File: src/rtl/core/lps_pkg.sv
// ----------------------------------------------------------------------------
// lps_pkg
// Shared types and constants of the learned peer selector: payload structs,
// operation codes and the command/status bundle between controller and
// datapath.
// ----------------------------------------------------------------------------
package lps_pkg;

	localparam int NUM_PEERS_DEF   = 16;
	localparam int NUM_QUERIES_DEF = 8;
	localparam int NUM_TYPES_DEF   = 4;
	localparam int COUNT_WIDTH_DEF = 16;

	localparam int MASK_WIDTH = 32;
	localparam logic [MASK_WIDTH-1:0] MASK_RESET = 32'h0008_6C13;

	localparam logic OP_UPDATE = 1'b0;
	localparam logic OP_SELECT = 1'b1;

	typedef struct packed {
		logic       operation;
		logic [2:0] query_id;
		logic [3:0] peer_id;
	} in_t;

	typedef struct packed {
		logic [3:0] chosen_peer;
		logic       found;
		logic       relaxed;
	} out_t;

	typedef struct packed {
		logic load;
		logic sel_init;
		logic scan_start;
		logic scan_step;
		logic sim_start;
		logic sim_step;
		logic relax;
		logic upd_wr;
		logic emit;
	} lps_cmd_t;

	typedef struct packed {
		logic q_oor;
		logic scan_done;
		logic hit;
		logic relaxed;
		logic sim_last;
		logic sim_hit;
		logic out_free;
	} lps_status_t;

endpackage

File: src/rtl/core/lps_ram.sv
// ----------------------------------------------------------------------------
// lps_ram
// Generic single-write, single-read RAM with registered read data.
// ----------------------------------------------------------------------------
module lps_ram #(
	parameter int WIDTH = 16,
	parameter int DEPTH = 128
) (
	input  logic                     clk,
	input  logic                     we,
	input  logic [$clog2(DEPTH)-1:0] waddr,
	input  logic [WIDTH-1:0]         wdata,
	input  logic [$clog2(DEPTH)-1:0] raddr,
	output logic [WIDTH-1:0]         rdata
);

	logic [WIDTH-1:0] mem [DEPTH];

	always_ff @(posedge clk) begin
		if (we) begin
			mem[waddr] <= wdata;
		end
		rdata <= mem[raddr];
	end

endmodule

File: src/rtl/core/lps_ctrl.sv
// ----------------------------------------------------------------------------
// lps_ctrl
// Sequencer of the peer selector: takes one item at a time and steps the
// datapath through update, row scan, similarity search and result transfer.
// ----------------------------------------------------------------------------
module lps_ctrl
	import lps_pkg::*;
(
	input  logic        clk,
	input  logic        arst_n,
	input  logic        in_valid,
	input  logic        in_op,
	output logic        in_stall,
	input  lps_status_t status,
	output lps_cmd_t    cmd
);

	typedef enum logic [7:0] {
		S_IDLE   = 8'b0000_0001,
		S_UPD_RD = 8'b0000_0010,
		S_UPD_WR = 8'b0000_0100,
		S_SEL    = 8'b0000_1000,
		S_SCAN   = 8'b0001_0000,
		S_CHECK  = 8'b0010_0000,
		S_SIM    = 8'b0100_0000,
		S_RESULT = 8'b1000_0000
	} lps_state_t;

	lps_state_t state_q;
	lps_state_t state_d;
	logic       accept;

	assign in_stall = (state_q != S_IDLE);
	assign accept   = in_valid && !in_stall;

	always_comb begin
		state_d = state_q;
		cmd     = '0;
		case (state_q)
			S_IDLE: begin
				if (accept) begin
					cmd.load = 1'b1;
					state_d  = (in_op == OP_SELECT) ? S_SEL : S_UPD_RD;
				end
			end
			S_UPD_RD: begin
				state_d = S_UPD_WR;
			end
			S_UPD_WR: begin
				cmd.upd_wr = 1'b1;
				state_d    = S_IDLE;
			end
			S_SEL: begin
				cmd.sel_init = 1'b1;
				if (status.q_oor) begin
					state_d = S_RESULT;
				end else begin
					cmd.scan_start = 1'b1;
					state_d        = S_SCAN;
				end
			end
			S_SCAN: begin
				cmd.scan_step = 1'b1;
				if (status.scan_done) begin
					state_d = S_CHECK;
				end
			end
			S_CHECK: begin
				// relax only once, and only after an empty primary row
				if (status.hit || status.relaxed) begin
					state_d = S_RESULT;
				end else begin
					cmd.sim_start = 1'b1;
					state_d       = S_SIM;
				end
			end
			S_SIM: begin
				cmd.sim_step = 1'b1;
				if (status.sim_last) begin
					state_d = S_RESULT;
				end
			end
			S_RESULT: begin
				if (status.sim_hit && !status.relaxed && !status.hit) begin
					cmd.relax      = 1'b1;
					cmd.scan_start = 1'b1;
					state_d        = S_SCAN;
				end else if (status.out_free) begin
					cmd.emit = 1'b1;
					state_d  = S_IDLE;
				end
			end
			default: begin
				state_d = S_IDLE;
			end
		endcase
	end

	always_ff @(posedge clk or negedge arst_n) begin
		if (!arst_n) begin
			state_q <= S_IDLE;
		end else begin
			state_q <= state_d;
		end
	end

endmodule

File: src/rtl/core/lps_dp.sv
// ----------------------------------------------------------------------------
// lps_dp
// Datapath of the peer selector: count table with valid bits, saturating
// update, sequential row argmax, similarity search over query type masks and
// the result register.
// ----------------------------------------------------------------------------
module lps_dp
	import lps_pkg::*;
#(
	parameter int NUM_PEERS   = NUM_PEERS_DEF,
	parameter int NUM_QUERIES = NUM_QUERIES_DEF,
	parameter int NUM_TYPES   = NUM_TYPES_DEF,
	parameter int COUNT_WIDTH = COUNT_WIDTH_DEF
) (
	input  logic                  clk,
	input  logic                  arst_n,
	input  in_t                   in_data,
	input  logic                  cfg_wr_en,
	input  logic [MASK_WIDTH-1:0] cfg_wr_data,
	input  logic                  out_stall,
	output logic                  out_valid,
	output out_t                  out_data,
	input  lps_cmd_t              cmd,
	output lps_status_t           status
);

	localparam int PW    = $clog2(NUM_PEERS);
	localparam int QW    = $clog2(NUM_QUERIES);
	localparam int AW    = QW + PW;
	localparam int DEPTH = 1 << AW;
	localparam int NQP2  = 1 << QW;
	localparam int CW    = PW + 1;
	localparam int SW    = $clog2(NUM_TYPES + 1);

	function automatic logic [SW-1:0] pop_count(input logic [NUM_TYPES-1:0] v);
		logic [SW-1:0] n;
		n = '0;
		for (int b = 0; b < NUM_TYPES; b++) begin
			n = n + SW'(v[b]);
		end
		return n;
	endfunction

	in_t                   item_q;
	logic [MASK_WIDTH-1:0] mask_q;
	logic [DEPTH-1:0]      vld_q;

	logic [4:0]            q_ext;
	logic [6:0]            p_ext;
	logic                  q_oor;
	logic                  p_oor;
	logic [QW-1:0]         item_row;
	logic [PW-1:0]         item_peer;

	logic [QW-1:0]         row_q;
	logic                  relaxed_q;
	logic [CW-1:0]         cnt_q;
	logic                  pend_s1;
	logic [PW-1:0]         pidx_s1;
	logic                  rd_vld_s1;
	logic [COUNT_WIDTH-1:0] best_q;
	logic [PW-1:0]         bestp_q;
	logic                  hit_q;

	logic [QW-1:0]         si_q;
	logic [SW-1:0]         sbest_q;
	logic [QW-1:0]         other_q;
	logic                  shit_q;
	logic [NUM_TYPES-1:0]  types [NQP2];
	logic [SW-1:0]         shared;
	logic                  sim_last;

	logic [AW-1:0]          raddr;
	logic [AW-1:0]          waddr;
	logic [COUNT_WIDTH-1:0] rdata;
	logic [COUNT_WIDTH-1:0] rd_val;
	logic [COUNT_WIDTH-1:0] wdata;
	logic                   we;

	logic                  out_valid_q;
	out_t                  out_q;
	logic [6:0]            bp_ext;

	assign q_ext     = 5'(item_q.query_id);
	assign p_ext     = 7'(item_q.peer_id);
	assign q_oor     = (q_ext >= 5'(NUM_QUERIES));
	assign p_oor     = (p_ext >= 7'(NUM_PEERS));
	assign item_row  = q_ext[QW-1:0];
	assign item_peer = p_ext[PW-1:0];

	// item and configuration
	always_ff @(posedge clk) begin
		if (cmd.load) begin
			item_q <= in_data;
		end
	end

	always_ff @(posedge clk or negedge arst_n) begin
		if (!arst_n) begin
			mask_q <= MASK_RESET;
		end else if (cfg_wr_en) begin
			mask_q <= cfg_wr_data;
		end
	end

	// count table
	assign raddr  = cmd.scan_step ? {row_q, cnt_q[PW-1:0]} : {item_row, item_peer};
	assign waddr  = {item_row, item_peer};
	assign rd_val = rd_vld_s1 ? rdata : '0;
	assign wdata  = (rd_val == '1) ? rd_val : rd_val + COUNT_WIDTH'(1);
	assign we     = cmd.upd_wr && !q_oor && !p_oor;

	lps_ram #(
		.WIDTH (COUNT_WIDTH),
		.DEPTH (DEPTH)
	) u_ram (
		.clk   (clk),
		.we    (we),
		.waddr (waddr),
		.wdata (wdata),
		.raddr (raddr),
		.rdata (rdata)
	);

	// never-written entries read as zero
	always_ff @(posedge clk or negedge arst_n) begin
		if (!arst_n) begin
			vld_q     <= '0;
			rd_vld_s1 <= 1'b0;
		end else begin
			rd_vld_s1 <= vld_q[raddr];
			if (we) begin
				vld_q[waddr] <= 1'b1;
			end
		end
	end

	// row scan: each read is issued in the cycle before its compare
	always_ff @(posedge clk or negedge arst_n) begin
		if (!arst_n) begin
			cnt_q     <= '0;
			pend_s1   <= 1'b0;
			hit_q     <= 1'b0;
			row_q     <= '0;
			relaxed_q <= 1'b0;
		end else begin
			if (cmd.sel_init) begin
				row_q     <= item_row;
				relaxed_q <= 1'b0;
			end else if (cmd.relax) begin
				row_q     <= other_q;
				relaxed_q <= 1'b1;
			end
			if (cmd.sel_init || cmd.scan_start) begin
				cnt_q   <= '0;
				pend_s1 <= 1'b0;
				hit_q   <= 1'b0;
			end else if (cmd.scan_step) begin
				if (cnt_q != CW'(NUM_PEERS)) begin
					cnt_q <= cnt_q + CW'(1);
				end
				pend_s1 <= (cnt_q != CW'(NUM_PEERS));
				if (pend_s1 && (rd_val > best_q)) begin
					hit_q <= 1'b1;
				end
			end
		end
	end

	always_ff @(posedge clk) begin
		if (cmd.sel_init || cmd.scan_start) begin
			best_q  <= '0;
			bestp_q <= '0;
		end else if (cmd.scan_step) begin
			pidx_s1 <= cnt_q[PW-1:0];
			if (pend_s1 && (rd_val > best_q)) begin
				best_q  <= rd_val;
				bestp_q <= pidx_s1;
			end
		end
	end

	// similarity search, one query class a cycle
	always_comb begin
		for (int k = 0; k < NQP2; k++) begin
			types[k] = NUM_TYPES'(mask_q >> (NUM_TYPES * k));
		end
	end

	assign shared   = pop_count(types[row_q] & types[si_q]);
	assign sim_last = (si_q == QW'(NUM_QUERIES - 1));

	always_ff @(posedge clk or negedge arst_n) begin
		if (!arst_n) begin
			si_q    <= '0;
			shit_q  <= 1'b0;
			sbest_q <= '0;
		end else if (cmd.sim_start || cmd.sel_init) begin
			si_q    <= '0;
			shit_q  <= 1'b0;
			sbest_q <= '0;
		end else if (cmd.sim_step) begin
			if (!sim_last) begin
				si_q <= si_q + QW'(1);
			end
			if ((si_q != row_q) && (shared > sbest_q)) begin
				sbest_q <= shared;
				shit_q  <= 1'b1;
			end
		end
	end

	always_ff @(posedge clk) begin
		if (cmd.sim_step && (si_q != row_q) && (shared > sbest_q)) begin
			other_q <= si_q;
		end
	end

	// result register
	assign bp_ext = 7'(bestp_q);

	always_ff @(posedge clk or negedge arst_n) begin
		if (!arst_n) begin
			out_valid_q <= 1'b0;
		end else if (cmd.emit) begin
			out_valid_q <= 1'b1;
		end else if (!out_stall) begin
			out_valid_q <= 1'b0;
		end
	end

	always_ff @(posedge clk) begin
		if (cmd.emit) begin
			out_q.chosen_peer <= hit_q ? bp_ext[3:0] : 4'd0;
			out_q.found       <= hit_q;
			out_q.relaxed     <= hit_q && relaxed_q;
		end
	end

	assign out_valid = out_valid_q;
	assign out_data  = out_q;

	always_comb begin
		status.q_oor     = q_oor;
		status.scan_done = (cnt_q == CW'(NUM_PEERS)) && pend_s1;
		status.hit       = hit_q;
		status.relaxed   = relaxed_q;
		status.sim_last  = sim_last;
		status.sim_hit   = shit_q;
		status.out_free  = !out_valid_q || !out_stall;
	end

endmodule

File: src/rtl/core/learned_peer_selector_top.sv
// ----------------------------------------------------------------------------
// learned_peer_selector_top
// Per-query, per-peer success counts with best-peer selection and one level
// of relaxation to the most similar query class.
// ----------------------------------------------------------------------------
// Usage:
//   in channel (in_valid/in_stall/in_data): an update credits one peer of one
//   query class and returns nothing; a select returns one item on the out
//   channel (out_valid/out_stall/out_data).
//   cfg_wr_en/cfg_wr_data write the query type masks; write only while idle.
//   One item is processed at a time; in_stall is high until it is finished.
//   Update: the item passes a read state and a write state before the next
//   item can be taken. Select: a hit in the own row takes one row scan; an
//   empty own row adds the similarity search and, if a similar class is
//   found, a second scan. The scan reads one count per cycle from the table
//   RAM, and the similarity search checks one query class per cycle.
//   The result sits in an output register: a stalled result holds, and a
//   new item is still taken; its result waits until the register frees.
//   Reset clears every count (per-entry valid bits) and restores the masks.
// ----------------------------------------------------------------------------
module learned_peer_selector_top
	import lps_pkg::*;
#(
	parameter int NUM_PEERS   = NUM_PEERS_DEF,
	parameter int NUM_QUERIES = NUM_QUERIES_DEF,
	parameter int NUM_TYPES   = NUM_TYPES_DEF,
	parameter int COUNT_WIDTH = COUNT_WIDTH_DEF
) (
	input  logic                  clk,
	input  logic                  arst_n,
	input  logic                  in_valid,
	output logic                  in_stall,
	input  in_t                   in_data,
	output logic                  out_valid,
	input  logic                  out_stall,
	output out_t                  out_data,
	input  logic                  cfg_wr_en,
	input  logic [MASK_WIDTH-1:0] cfg_wr_data
);

	lps_cmd_t    cmd;
	lps_status_t status;

	lps_ctrl u_ctrl (
		.clk      (clk),
		.arst_n   (arst_n),
		.in_valid (in_valid),
		.in_op    (in_data.operation),
		.in_stall (in_stall),
		.status   (status),
		.cmd      (cmd)
	);

	lps_dp #(
		.NUM_PEERS   (NUM_PEERS),
		.NUM_QUERIES (NUM_QUERIES),
		.NUM_TYPES   (NUM_TYPES),
		.COUNT_WIDTH (COUNT_WIDTH)
	) u_dp (
		.clk         (clk),
		.arst_n      (arst_n),
		.in_data     (in_data),
		.cfg_wr_en   (cfg_wr_en),
		.cfg_wr_data (cfg_wr_data),
		.out_stall   (out_stall),
		.out_valid   (out_valid),
		.out_data    (out_data),
		.cmd         (cmd),
		.status      (status)
	);

`ifndef NO_ASSERTIONS
	a_update_no_result: assert property (@(posedge clk) disable iff (!arst_n)
		(in_valid && !in_stall && (in_data.operation == OP_UPDATE)) |=> !$rose(out_valid))
		else $error("update transfer produced a result");

	a_relaxed_found: assert property (@(posedge clk) disable iff (!arst_n)
		out_valid |-> (!out_data.relaxed || out_data.found))
		else $error("relaxed set without a found peer");

	a_none_zero: assert property (@(posedge clk) disable iff (!arst_n)
		(out_valid && !out_data.found) |-> (out_data.chosen_peer == 4'd0))
		else $error("nonzero peer reported with found low");

	a_one_item: assert property (@(posedge clk) disable iff (!arst_n)
		(in_valid && !in_stall) |=> in_stall)
		else $error("second item taken while one is in work");
`endif

endmodule

File: config.mk
export PLATFORM = sky130hd
export DESIGN_NAME = learned_peer_selector_top
export DESIGN_NICKNAME = d
export VERILOG_FILES = /design/src/rtl/core/lps_pkg.sv /design/src/rtl/core/lps_ram.sv /design/src/rtl/core/lps_ctrl.sv /design/src/rtl/core/lps_dp.sv /design/src/rtl/core/learned_peer_selector_top.sv
export SDC_FILE = /design/constraint.sdc
export NUM_CORES = 2
export LEC_CHECK = 0
export ABC_AREA = 1
export ABC_CLOCK_PERIOD_IN_PS = 9000
export BUFFER_PORTS_ARGS = -buffer_cell sky130_fd_sc_hd__buf_2
export CORE_MARGIN = 3
export CORE_UTILIZATION = 45
export DETAILED_ROUTE_END_ITERATION = 7
export GPL_TIMING_DRIVEN = 1
export PLACE_DENSITY = 0.6
export SYNTH_ARGS = -nofsm -noshare
export SYNTH_HDL_FRONTEND = slang
export SYNTH_SLANG_ARGS = --single-unit
File: constraint.sdc
create_clock -name clk -period 9 [get_ports clk]
set_clock_uncertainty 0.1 [all_clocks]
set_input_delay 0 -clock clk [delete_from_list [all_inputs] [get_ports clk]]
set_output_delay 0 -clock clk [all_outputs]
set_load 0.1 [all_outputs]
==> impl_metrics.json <==
{
  "run_status": "complete, no violations",
  "ys_ff_latch": 2292,
  "die_area_um2": 214000,
  "synthDominantCellAreaShare": 0.663,
  "drt-vias-per-instance": 5.75,
  "worstPathRequired_ns": 9.45,
  "synthesis.area_um2": 93700,
  "postSynthNetCount": 8106,
  "routedWlPerCell_um": 24.4,
  "synth_area_leader_cell": "edfxtp_1",
  "layout_cell_share_with_drive_strength_beyond_1": 0.0966,
  "setup_violations": 0,
  "yosys.cell_types.count": 44,
  "number_of_failing_hold_endpoints_at_the_final_stage": 0,
  "totalNegativeSetupSlack_ns": 0,
  "multi_input_area_um2": 23500,
  "total_of_warnings_raised_by_yosys": 0,
  "port_buffers": 52,
  "crit_type": "flop to flop",
  "vdd.ir_drop.worst_uv": 211,
  "post-synth-top-count-cell": "nand3_1",
  "crit_fanout": 84,
  "crit_chain": "nand2_1, inv_1, ha_1, nand3_1, nor2_1, nand4_1, o21ai_0, nor3b_1, nand2_1, nor2_1, xor2_4, buf_4",
  "period_needed_ns": 5.61,
  "initial_core_util": 0.455,
  "die_h_um": 462,
  "slew_viol_final": 0,
  "gpl_congestion": 0.868,
  "max_cap_viol_count": 0,
  "drt_iter0_markers": 7938,
  "core.rowCount": 166,
  "maxClockFrequency_mhz": 178,
  "cts_sinks": 2292,
  "via_count": 64000,
  "register_area_um2": 67500,
  "path_delay_family": "simple AND/OR/NAND/NOR gates",
  "die_width_um": 462,
  "synthesized_netlist_cell_count": 8034,
  "grt_antenna_before_repair": 6,
  "cts.root.buffer_cell": "clkbuf_16",
  "cts.path.max_buffers": 3,
  "min-delay-path-class": "primary input to asynchronous set/reset pin",
  "cts-buffers-inserted": 229,
  "syn_area_per_cell_um2": 11.7,
  "power.density_cell_area_nw_per_um2": 282,
  "min_period_over_period": 0.623,
  "first_global_vias": 61100,
  "synth_area_leaders": "edfxtp_1, nand3_1, nand2_1",
  "timing_worst_slew_pin_value_ns": 1.30,
  "worst_setup_path_start_kind": "flop",
  "htree_depth": 4,
  "drtAntennaViolNets": 0,
  "total_congestion_overflow_after_global_routing": 0,
  "critical_path_arrival_ns": 6.05,
  "pin_count_of_the_biggest_net_entering_global_routing": 181,
  "synth_flop_cell": "edfxtp_1",
  "synth.cells.most_frequent": "nand3_1, nand2_1, edfxtp_1",
  "postLayoutSetupSlackWorst_ns": 3.39,
  "critPathMaxStageDelay_ns": 0.95,
  "core_region_area_um2": 206000,
  "hold_buffers": 145,
  "synth_enable_flop_cells": 2068,
  "slew_headroom": 0.134,
  "hpwlAfterDp_mm": 145,
  "grtUsageTotal": 0.252,
  "route.final.wire_length_mm": 272,
  "io_pins": 53,
  "tritoncts_clock_tree": "done",
  "area.growth.synth_to_final_pct": 13.3,
  "clk_pin_slew_ns": 0.06,
  "critical_path.n_buffers_inverters": 2,
  "route.detailed.drc": 0,
  "post_cts_resized": 0,
  "fillerInstances": 17600,
  "cp.depth": 12,
  "leakage_nw": 39.1,
  "drt_first_pass_iters": 6,
  "dpl_worst_slack_ns": 3.55,
  "synth-seq-area-share": 0.721,
  "postCtsSetupBuffers": 0,
  "rr_worst_depth": 12,
  "worstSetupEndpointType": "flop",
  "finalNetCount": 8241,
  "grt_pass1_wl_mm": 403,
  "crit_path_top_delay_cell": "xor2_4",
  "async_flop_share": 0.0820,
  "insertion_delay_to_the_later_sink_of_the_worst_skew_pair_ns": 0.90,
  "rsz0062_at_grt": "no"
}
## placed cells by master, fill, tap and decap left out, drive strengths merged, types with 13 or more instances in the layout
cell type,instances
nand3,2309
nand2,2222
edfxtp,2068
clkbuf,312
buf,279
nor2,209
dfrtp,179
dlygate4sd3,144
inv,127
or2,126
clkinv,101
o21ai,76
dfxtp,36
a21oi,36
ha,26
o211ai,18
bufinv,14
xor2,13
## per-layer routing
metal  vias to the layer above  global-route usage  part of all wire
li1                      28700                   -                 -
met1                     31900               0.359              0.42
met2                      2870               0.387              0.46
met3                       525              0.0431             0.083
met4                         4               0.102             0.040
met5                         -                   0          0.000073
## flip-flops by register name, indices dropped and copies added (netlist names), 4 cells and up
| signal | flops |
|---|---|
| u_ctrl.state_q | 8 |
| u_dp.best_q | 16 |
| u_dp.bestp_q | 4 |
| u_dp.cnt_q | 5 |
| u_dp.item_peer | 4 |
| u_dp.mask_q | 32 |
| u_dp.out_data | 6 |
| u_dp.pidx_s1 | 4 |
| u_dp.u_ram.mem | 2048 |
| u_dp.u_ram.rdata | 16 |
| u_dp.vld_q | 128 |
## cell families (layout without fill, tap and decap cells)
group / count (synthesis) / count (layout) / share of synthesized area
xor gates and xnor gates: 16 / 16 / 0.00150
AOI/OAI and AO/OA: 140 / 140 / 0.00852
DFF: 2292 / 2292 / 0.721
and+or+nand+nor: 4902 / 4902 / 0.232
other: 0 / 3 / 0
muxes: 8 / 8 / 0.000962
adders and majority gates: 27 / 27 / 0.00369
buffers and inverters: 649 / 986 / 0.0324
## report_power, final
part	leakage, nW	switching [W]	internal (W)
Combinational	13.8	0.00573	0.00161
Clock	3.57	0.00412	0.00522
Sequential	21.7	0.000151	0.0131
## worst paths after layout
check	from	to	slack, ns
setup / recovery	u_dp.rd_vld_s1	u_dp.u_ram.mem[94][8]	3.39
hold / removal	arst_n	u_dp.vld_q[98]	0.20
setup reg to reg	u_dp.rd_vld_s1	u_dp.u_ram.mem[94][8]	3.39
hold reg to reg	u_dp.cnt_q[2]	u_dp.pidx_s1[2]	0.35
max in group asynchronous	arst_n	u_dp.vld_q[30]	7.70
min in group clk	cfg_wr_en	u_dp.mask_q[6]	0.24
## worst reg2reg max path, stage by stage (launching register included)
cell and delay [ns]:
dfrtp_1 0.57, nand2_1 0.33, inv_1 0.08, ha_1 0.23, nand3_1 0.10, nor2_1 0.05, nand4_1 0.17, o21ai_0 0.27
nor3b_1 0.75, nand2_1 0.30, nor2_1 0.42, xor2_4 0.95, buf_4 0.85
## layout make-up
cell class                 count  area share
sequential                  2292       0.636
multi-input combinational   5093       0.222
clock buffer                 312      0.0581
timing repair buffer         423      0.0347
tap                         2772      0.0327
clock inverter               121      0.0116
inverter                     130     0.00469
antenna                        3   0.0000707
## per-stage QoR
stage                     total power (W)  hold slack [ns]  cells  cell area (um^2)   util
final                              0.0300            0.201  11100            106000  0.516
after global routing               0.0311            0.221  11100            106000  0.516
after CTS                          0.0300            0.142  11100            106000  0.516
after detailed placement           0.0207          -0.0469  10600             97300  0.473
after global placement             0.0206          -0.0515  10600             97300  0.473
after floorplan                    0.0180           -0.396   8034             93700      -
Note: power is estimated with default switching activity, not from simulation.
